## src/sv/ulkd_pkg.sv

```systemverilog
// Shared types, keyword table and constants for the UART line keyword decoder.
package ulkd_pkg;

  localparam int KW_COUNT      = 10;
  localparam int KW_MAXLEN     = 24;
  localparam int CNT_W         = 5;
  localparam int MODE_W        = 3;
  localparam int KW_ON         = 0;
  localparam int KW_OFF        = 1;
  localparam int FIRST_MODE_KW = 2;

  localparam logic [7:0]       CHAR_CR   = 8'd13;
  localparam logic [7:0]       CHAR_LF   = 8'd10;
  localparam logic [CNT_W-1:0] CNT_MAX   = 5'd31;
  localparam logic [KW_COUNT-1:0] ALL_FLAGS = {KW_COUNT{1'b1}};

  typedef enum logic [1:0] {
    ACT_NONE    = 2'd0,
    ACT_ALL_ON  = 2'd1,
    ACT_ALL_OFF = 2'd2
  } action_t;

  typedef logic [KW_MAXLEN*8-1:0] kw_text_t;

  // Text is right-justified: first character sits in the highest used byte.
  localparam kw_text_t KW_TEXT [KW_COUNT] = '{
    kw_text_t'("ledallon"),
    kw_text_t'("ledalloff"),
    kw_text_t'("reset"),
    kw_text_t'("ledalltoggle"),
    kw_text_t'({"shift_", "left_ledon"}),
    kw_text_t'({"shift_", "right_ledon"}),
    kw_text_t'({"shift_", "stack_left_ledon"}),
    kw_text_t'({"shift_", "stack_right_ledon"}),
    kw_text_t'({"shift_", "flower_left_ledon"}),
    kw_text_t'({"shift_", "flower_right_ledon"})
  };

  // Prefix length: keyword length minus its last character.
  localparam logic [CNT_W-1:0] KW_PLEN [KW_COUNT] = '{
    5'd7, 5'd8, 5'd4, 5'd11, 5'd15, 5'd16, 5'd21, 5'd22, 5'd22, 5'd23
  };

  typedef struct packed {
    logic              line_end;
    action_t           port_action;
    logic [MODE_W-1:0] led_mode;
    logic              mode_changed;
  } res_t;

  // Character at position pos of keyword k; valid for pos below the prefix length.
  function automatic logic [7:0] kw_char(input int k, input logic [CNT_W-1:0] pos);
    int sh;
    sh = (int'(KW_PLEN[k]) - int'(pos)) * 8;
    if (sh < 0) sh = 0;
    return KW_TEXT[k][sh +: 8];
  endfunction

endpackage

```

## src/sv/ulkd_if.sv

```systemverilog
// Valid/ready channel interfaces for received bytes and decoded results.
interface ulkd_in_if;
  logic       valid;
  logic       ready;
  logic [7:0] rx_byte;

  modport source (output valid, output rx_byte, input ready);
  modport sink   (input valid, input rx_byte, output ready);
endinterface

interface ulkd_out_if;
  import ulkd_pkg::*;
  logic              valid;
  logic              ready;
  logic              line_end;
  action_t           port_action;
  logic [MODE_W-1:0] led_mode;
  logic              mode_changed;

  modport source (output valid, output line_end, output port_action, output led_mode,
                  output mode_changed, input ready);
  modport sink   (input valid, input line_end, input port_action, input led_mode,
                  input mode_changed, output ready);
endinterface

```

## src/sv/ulkd_in_reg.sv

```systemverilog
// Input register stage: captures one received byte per item.
module ulkd_in_reg (
  input  logic       clk,
  input  logic       rst_n,
  ulkd_in_if.sink    in_ch,
  input  logic       adv,
  output logic       vld,
  output logic [7:0] byte_q
);
  logic       vld_r, vld_nxt;
  logic [7:0] byte_r;

  assign in_ch.ready = !vld_r || adv;
  assign vld_nxt     = in_ch.valid || (vld_r && !adv);

  always_ff @(posedge clk) begin
    if (!rst_n) begin
      vld_r <= 1'b0;
    end else begin
      vld_r <= vld_nxt;
    end
  end

  always_ff @(posedge clk) begin
    if (in_ch.valid && in_ch.ready) begin
      byte_r <= in_ch.rx_byte;
    end
  end

  assign vld    = vld_r;
  assign byte_q = byte_r;
endmodule

```

## src/sv/ulkd_match.sv

```systemverilog
// Per-keyword match flags, character count, held mode and line-end evaluation.
module ulkd_match (
  input  logic          clk,
  input  logic          rst_n,
  input  logic          adv,
  input  logic [7:0]    byte_q,
  output ulkd_pkg::res_t res
);
  import ulkd_pkg::*;

  logic [CNT_W-1:0]    cnt_r, cnt_nxt;
  logic [KW_COUNT-1:0] sm_r, sm_nxt;
  logic [MODE_W-1:0]   mode_r, mode_nxt;
  logic [KW_COUNT-1:0] hit, miss;
  logic                is_end;
  logic                changed;
  action_t             act;

  assign is_end = (byte_q == CHAR_CR) || (byte_q == CHAR_LF);

  always_comb begin
    for (int k = 0; k < KW_COUNT; k++) begin
      hit[k]  = sm_r[k] && (cnt_r >= KW_PLEN[k]);
      miss[k] = (cnt_r < KW_PLEN[k]) && (byte_q != kw_char(k, cnt_r));
    end
  end

  // Later keywords take priority over earlier ones.
  always_comb begin
    act      = ACT_NONE;
    mode_nxt = mode_r;
    changed  = 1'b0;
    if (is_end) begin
      if (hit[KW_OFF]) begin
        act = ACT_ALL_OFF;
      end else if (hit[KW_ON]) begin
        act = ACT_ALL_ON;
      end
      for (int k = FIRST_MODE_KW; k < KW_COUNT; k++) begin
        if (hit[k]) begin
          mode_nxt = MODE_W'(k - FIRST_MODE_KW);
          changed  = 1'b1;
        end
      end
    end
  end

  always_comb begin
    if (is_end) begin
      cnt_nxt = '0;
      sm_nxt  = ALL_FLAGS;
    end else begin
      cnt_nxt = (cnt_r < CNT_MAX) ? cnt_r + 1'b1 : cnt_r;
      sm_nxt  = sm_r & ~miss;
    end
  end

  always_ff @(posedge clk) begin
    if (!rst_n) begin
      cnt_r  <= '0;
      sm_r   <= ALL_FLAGS;
      mode_r <= '0;
    end else if (adv) begin
      cnt_r  <= cnt_nxt;
      sm_r   <= sm_nxt;
      mode_r <= mode_nxt;
    end
  end

  assign res.line_end     = is_end;
  assign res.port_action  = act;
  assign res.led_mode     = mode_nxt;
  assign res.mode_changed = changed;

  a_changed_at_end: assert property (@(posedge clk) disable iff (!rst_n)
    res.mode_changed |-> res.line_end)
    else $error("mode change without line end");

  a_end_clears: assert property (@(posedge clk) disable iff (!rst_n)
    adv && is_end |=> (cnt_r == '0) && (sm_r == ALL_FLAGS))
    else $error("line state not cleared after line end");

  a_mode_holds: assert property (@(posedge clk) disable iff (!rst_n)
    !adv |=> $stable(mode_r) && $stable(cnt_r) && $stable(sm_r))
    else $error("state moved without an item");

  a_no_change_mid_line: assert property (@(posedge clk) disable iff (!rst_n)
    adv && !is_end |=> $stable(mode_r))
    else $error("mode moved on an ordinary character");
endmodule

```

## src/sv/ulkd_out_reg.sv

```systemverilog
// Result register: holds one decoded item until the sink takes it.
module ulkd_out_reg (
  input  logic           clk,
  input  logic           rst_n,
  input  logic           in_vld,
  input  ulkd_pkg::res_t res,
  output logic           adv,
  ulkd_out_if.source     out_ch
);
  import ulkd_pkg::*;

  logic vld_r, vld_nxt;
  res_t res_r;

  // Advance when the result slot is empty or is being drained this cycle.
  assign adv     = in_vld && (!vld_r || out_ch.ready);
  assign vld_nxt = adv || (vld_r && !out_ch.ready);

  always_ff @(posedge clk) begin
    if (!rst_n) begin
      vld_r <= 1'b0;
    end else begin
      vld_r <= vld_nxt;
    end
  end

  always_ff @(posedge clk) begin
    if (adv) begin
      res_r <= res;
    end
  end

  assign out_ch.valid        = vld_r;
  assign out_ch.line_end     = res_r.line_end;
  assign out_ch.port_action  = res_r.port_action;
  assign out_ch.led_mode     = res_r.led_mode;
  assign out_ch.mode_changed = res_r.mode_changed;
endmodule

```

## src/sv/uart_line_keyword_decoder.sv

```systemverilog
// Top level of the UART line keyword decoder.
// Takes one received byte per item and returns one result item per byte, one item
// per cycle sustained while out_if is ready. Each byte passes an input register,
// then the combinational keyword flag update and line-end evaluation, then the
// result register, from which the result item shows on out_if until it is taken.
// Carriage return or line feed ends a line; the line is then checked against the
// ten keywords (last match wins), giving the all-on/all-off request and the held
// mode 0..7. Lines longer than 31 characters count as 31. Backpressure on out_if
// stalls both stages.
module uart_line_keyword_decoder (
  input  logic       clk,
  input  logic       rst_n,
  ulkd_in_if.sink    in_if,
  ulkd_out_if.source out_if
);
  import ulkd_pkg::*;

  logic       in_vld;
  logic [7:0] byte_q;
  logic       adv;
  res_t       res;

  ulkd_in_reg u_in_reg (
    .clk    (clk),
    .rst_n  (rst_n),
    .in_ch  (in_if),
    .adv    (adv),
    .vld    (in_vld),
    .byte_q (byte_q)
  );

  ulkd_match u_match (
    .clk    (clk),
    .rst_n  (rst_n),
    .adv    (adv),
    .byte_q (byte_q),
    .res    (res)
  );

  ulkd_out_reg u_out_reg (
    .clk    (clk),
    .rst_n  (rst_n),
    .in_vld (in_vld),
    .res    (res),
    .adv    (adv),
    .out_ch (out_if)
  );
endmodule
```

## src/flat_wrapper.sv

```systemverilog
// flat-port wrapper written by rule: the top's interface ports become plain ports
module uart_line_keyword_decoder_flat import ulkd_pkg::*;
  (clk, rst_n, in_if_valid, in_if_rx_byte, in_if_ready, out_if_valid, out_if_line_end, out_if_port_action, out_if_led_mode, out_if_mode_changed, out_if_ready);
  ulkd_in_if in_if_i ();
  ulkd_out_if out_if_i ();
  input  logic clk;
  input  logic rst_n;
  input wire logic [$bits(in_if_i.valid)-1:0] in_if_valid;
  input wire logic [$bits(in_if_i.rx_byte)-1:0] in_if_rx_byte;
  output wire logic [$bits(in_if_i.ready)-1:0] in_if_ready;
  output wire logic [$bits(out_if_i.valid)-1:0] out_if_valid;
  output wire logic [$bits(out_if_i.line_end)-1:0] out_if_line_end;
  output wire logic [$bits(out_if_i.port_action)-1:0] out_if_port_action;
  output wire logic [$bits(out_if_i.led_mode)-1:0] out_if_led_mode;
  output wire logic [$bits(out_if_i.mode_changed)-1:0] out_if_mode_changed;
  input wire logic [$bits(out_if_i.ready)-1:0] out_if_ready;
  assign in_if_i.valid = in_if_valid;
  assign in_if_i.rx_byte = in_if_rx_byte;
  assign in_if_ready = in_if_i.ready;
  assign out_if_valid = out_if_i.valid;
  assign out_if_line_end = out_if_i.line_end;
  assign out_if_port_action = out_if_i.port_action;
  assign out_if_led_mode = out_if_i.led_mode;
  assign out_if_mode_changed = out_if_i.mode_changed;
  assign out_if_i.ready = out_if_ready;
  uart_line_keyword_decoder u_core (.clk(clk), .rst_n(rst_n), .in_if(in_if_i), .out_if(out_if_i));
endmodule
```

## config.mk

```make
export PLATFORM = sky130hd
export DESIGN_NAME = uart_line_keyword_decoder_flat
export DESIGN_NICKNAME = d
export VERILOG_FILES = /design/src/sv/ulkd_pkg.sv /design/src/sv/ulkd_if.sv /design/src/sv/ulkd_in_reg.sv /design/src/sv/ulkd_match.sv /design/src/sv/ulkd_out_reg.sv /design/src/sv/uart_line_keyword_decoder.sv /design/src/flat_wrapper.sv
export SDC_FILE = /design/constraint.sdc
export NUM_CORES = 1
export LEC_CHECK = 0
export BUFFER_PORTS_ARGS = -buffer_cell sky130_fd_sc_hd__buf_2
export CORE_MARGIN = 8
export CORE_UTILIZATION = 55
export CTS_BUF_LIST = sky130_fd_sc_hd__clkbuf_2 sky130_fd_sc_hd__clkbuf_4 sky130_fd_sc_hd__clkbuf_8
export CTS_CLUSTER_SIZE = 25
export DETAILED_ROUTE_END_ITERATION = 10
export GPL_TIMING_DRIVEN = 0
export PLACE_DENSITY_LB_ADDON = 0.15
export SYNTH_ARGS = -nofsm -noshare
export SYNTH_HDL_FRONTEND = slang
export SYNTH_SLANG_ARGS = --single-unit
```

## constraint.sdc

```tcl
create_clock -name clk -period 3.5 [get_ports clk]
set_input_delay 0.35 -clock clk [delete_from_list [all_inputs] [get_ports clk]]
set_output_delay 0.35 -clock clk [all_outputs]
set_load 0.1 [all_outputs]
```

==> flow_summary_export.csv <==
group,metric,value,unit
clocking,cts_root_buf,"clkbuf_8",
setup_path,crit_slowest_cell,"or4_1",
synthesis,synth-seq-cells,35,
clocking,clk_path_buf_depth,2,
sta,clock_skew,10.4,ps
synthesis,netlist_top_cells_area,"ha_1 (13%), edfxtp_1 (8.4%), dfxtp_1 (7.4%)",
power_and_ir_drop,p_comb_share,40.2,%
synthesis,syn-cell-area,5380,um^2
synthesis,synth_ff_type,"dfxtp_1",
final_layout,diodes,0,
die,row_count,36,
sta,hold_viol,0,
clocking,htreeDepth,2,
final_layout,final_cell_mix,"nand2_1 (79), nor2_1 (53), ha_1 (51)",
final_layout,drive_gt1_share,12.5,%
sta,finalSetupViolations,0,
synthesis,synth_top_family_by_area,"compound AO/OA/AOI/OAI gates",
sta,period_minus_slack,3370,ps
setup_path,crit_family,"simple AND/OR/NAND/NOR gates",
sta,rsz0062_at_grt,"false",
setup_path,path_buf_inv,3,
setup_path,rrSetupSlack,130,ps
clocking,clock_latency,290,ps
synthesis,ys_async_sr_fraction,0,%
min_path,min_path_type,"in -> reg",
placement,dpl.hpwl,13600,um
setup_path,cp_max_fo,10,
final_layout,layout_commonest_cell,"nand2_1",
die,die_h,115,um
min_path,min_to,"u_core.u_in_reg.byte_q[3]",
job,maxCapViolations,0,
power_and_ir_drop,power.density,221,nW/um^2
setup_path,critPathRequiredTime,3710,ps
final_layout,utilization,60.8,%
sta,max_freq,0.297,GHz
setup_path,crit_arrival,3580,ps
placement,gp_congestion,1.04,
setup_path,reg2reg_from,"u_core.u_match.cnt_r[3]",
detailed_routing,ant_nets,0,
placement,postPlaceCellArea,5640,um^2
power_and_ir_drop,switchingPower,0.506,mW
clocking,clock-sinks,35,
die,core_area,9640,um^2
synthesis,postSynthCellCount,731,
synthesis,synth.avg_cell_area,7.36,um^2
detailed_routing,wirelength,18600,um
setup_path,reg2reg_depth,14,
sta,drv_slew,0,
final_layout,design_area,5860,um^2
setup_path,crit_chain,"buf_4, inv_6, ha_1, nand2b_1, and2_1, clkbuf_4, nor2_4, ha_2, o21ai_0, a31oi_2, o31ai_4, xnor2_1, or4_1, o211ai_1",
synthesis,synth_top_area_share,12.6,%
final_layout,nets,825,
die,ios,21,
power_and_ir_drop,seq_power_share,35.9,%
detailed_routing,via_per_inst,6.65,
synthesis,synthMuxAreaShare,3.46,%
synthesis,synth_fa_ha_area_share,12.6,%
synthesis,synth_edf_count,15,
global_route,antenna_found_initial,0,
setup_path,reg2reg_to,"u_core.u_match.sm_r[8]",
power_and_ir_drop,finalPower,1.29,mW
clocking,cts_made_buffers,5,
synthesis,ys_seq_area_share,15.8,%
sta,relSlewSlack,31.4,%
global_route,grt_pass1_vias,5615,
clocking,cts.clk_slew.worst_paths,80,ps
min_path,hold_start,"in_if_rx_byte[3]",
sta,final.setup.tns,0,ps
setup_path,worst-setup-path-type,"reg -> reg",
setup_path,cp.depth,14,
min_path,min_path_cells,1,
placement,port_buffers,19,
sta,tightest_slew,1030,ps
die,start_util,55.8,%
detailed_routing,initialDrtViolationCount,853,
setup_path,critPathMaxStageDelay,540,ps
sta,fin_crit_sh,96.2,%
final_layout,syn_to_final_growth,8.88,%
synthesis,synth-simple-area-share,25.2,%
synthesis,synth_cell_types,79,
power_and_ir_drop,p_int,0.788,mW
detailed_routing,first_pass_iters,5,
global_route,grt_pass1_wl,29700,um
synthesis,synth-compound-area-share,27.4,%
detailed_routing,wire_per_inst,20.8,um
setup_path,end_kind,"flip-flop",
final_layout,stdcell_count,893,
die,die-area,13200,um^2
synthesis,syn_nets,797,
power_and_ir_drop,worst_ir_drop_vdd,0.163,mV
global_route,grt_usage,28.2,%
placement,placed_cells,883,
synthesis,yosysWarnings,0,
synthesis,synthXorXnorAreaFrac,9.16,%
detailed_routing,route.detailed.drc,0,
detailed_routing,vias,5938,
power_and_ir_drop,clock_power_share,23.9,%
die,fp.dieW,115,um
global_route,grt_max_degree,17,
power_and_ir_drop,switching_share,39.1,%
status,run_status,"completed",
power_and_ir_drop,p_leak,2.38,nW
global_route,grt_overflow,0,
synthesis,synth_top_area_cell,"ha_1",
clocking,cts_tree,"built",
setup_path,start_kind,"flip-flop",
## metal layers
metal	vias to the layer above	share of wire [%]	GRT usage, %
met4	0	4.8	14.1
li1	2722	-	-
met1	2765	40	35.8
met2	373	45	45.4
met5	-	0	0
met3	78	11	4.31
## per-stage QoR
| stage | hold slack [ps] | worst slack, ps |
|---|---|---|
| final | 240 | 133 |
| after global routing | 232 | 4.61 |
| after CTS | 235 | 12.1 |
| after detailed placement | 451 | -1020 |
| after global placement | 431 | -932 |
| after floorplan | 419 | 122 |
## flip-flops by register name, indices dropped and copies added (netlist names)
name,cells
u_core.u_in_reg.byte_q,8
u_core.u_in_reg.vld,1
u_core.u_match.cnt_r,5
u_core.u_match.mode_r,3
u_core.u_match.sm_r,10
u_core.u_out_reg.out_ch.led_mode,3
u_core.u_out_reg.out_ch.line_end,1
u_core.u_out_reg.out_ch.mode_changed,1
u_core.u_out_reg.out_ch.port_action,2
u_core.u_out_reg.out_ch.valid,1
## synth_stat cells (all sizes together), types with 15 or more instances
library cell  instances
buf                  16
dfxtp                20
a31oi                15
nor2                 56
o21ai                52
xnor2                42
nand3                25
ha                   54
nor3                 18
clkbuf               36
a21oi                49
nand2                81
inv                  26
edfxtp               15
## layout make-up
type	count	area [um^2]
clock inverter	2	12.5
buffer	51	243
fill	941	3780
sequential	35	862
tap	133	166
multi-input combinational	613	4250
clock buffer	6	76.3
inverter	31	129
timing repair buffer	22	118
## power by group through the flow
| stage | registers (mW) | logic [mW] | clock network, mW |
|---|---|---|---|
| floorplan | 0.495 | 0.348 | 0 |
| finish | 0.464 | 0.520 | 0.309 |
| global route | 0.466 | 0.560 | 0.327 |
| CTS | 0.463 | 0.498 | 0.304 |
| global placement | 0.472 | 0.480 | 0 |
| detailed placement | 0.472 | 0.489 | 0 |
## worst register-to-register path, cell delays in order (launching register included)
cell and delay (ps):
dfxtp_4 400, buf_4 210, inv_6 140, ha_1 220, nand2b_1 110, and2_1 160, clkbuf_4 180, nor2_4 240
ha_2 350, o21ai_0 120, a31oi_2 150, o31ai_4 210, xnor2_1 100, or4_1 540, o211ai_1 180
## cells by family after synthesis
family	after synthesis
compound gates	220
xor+xnor	53
fa+ha+maj	54
buf+inv	83
flops	35
mux	18
simple gates	268
## timing repair
item                                    in CTS  in global routing
gates resized for setup                     20                 23
hold endpoints to repair                     0                  0
pin swaps                                    0                  2
hold buffers                                 0                  0
endpoints found under the setup margin       5                  8
buffers inserted                             1                  2
gates cloned                                 0                  0
## worst max path at each step
stage,start,endpoint
finish,u_core.u_match.cnt_r[3],u_core.u_match.sm_r[8]
global route,u_core.u_match.cnt_r[3],u_core.u_match.sm_r[8]
CTS,u_core.u_match.cnt_r[2],u_core.u_match.sm_r[5]
detailed placement,u_core.u_match.cnt_r[1],u_core.u_match.sm_r[5]
global placement,u_core.u_match.cnt_r[1],u_core.u_match.sm_r[5]
floorplan,u_core.u_match.cnt_r[1],u_core.u_match.sm_r[8]
Power figures use the tool's default switching activity.
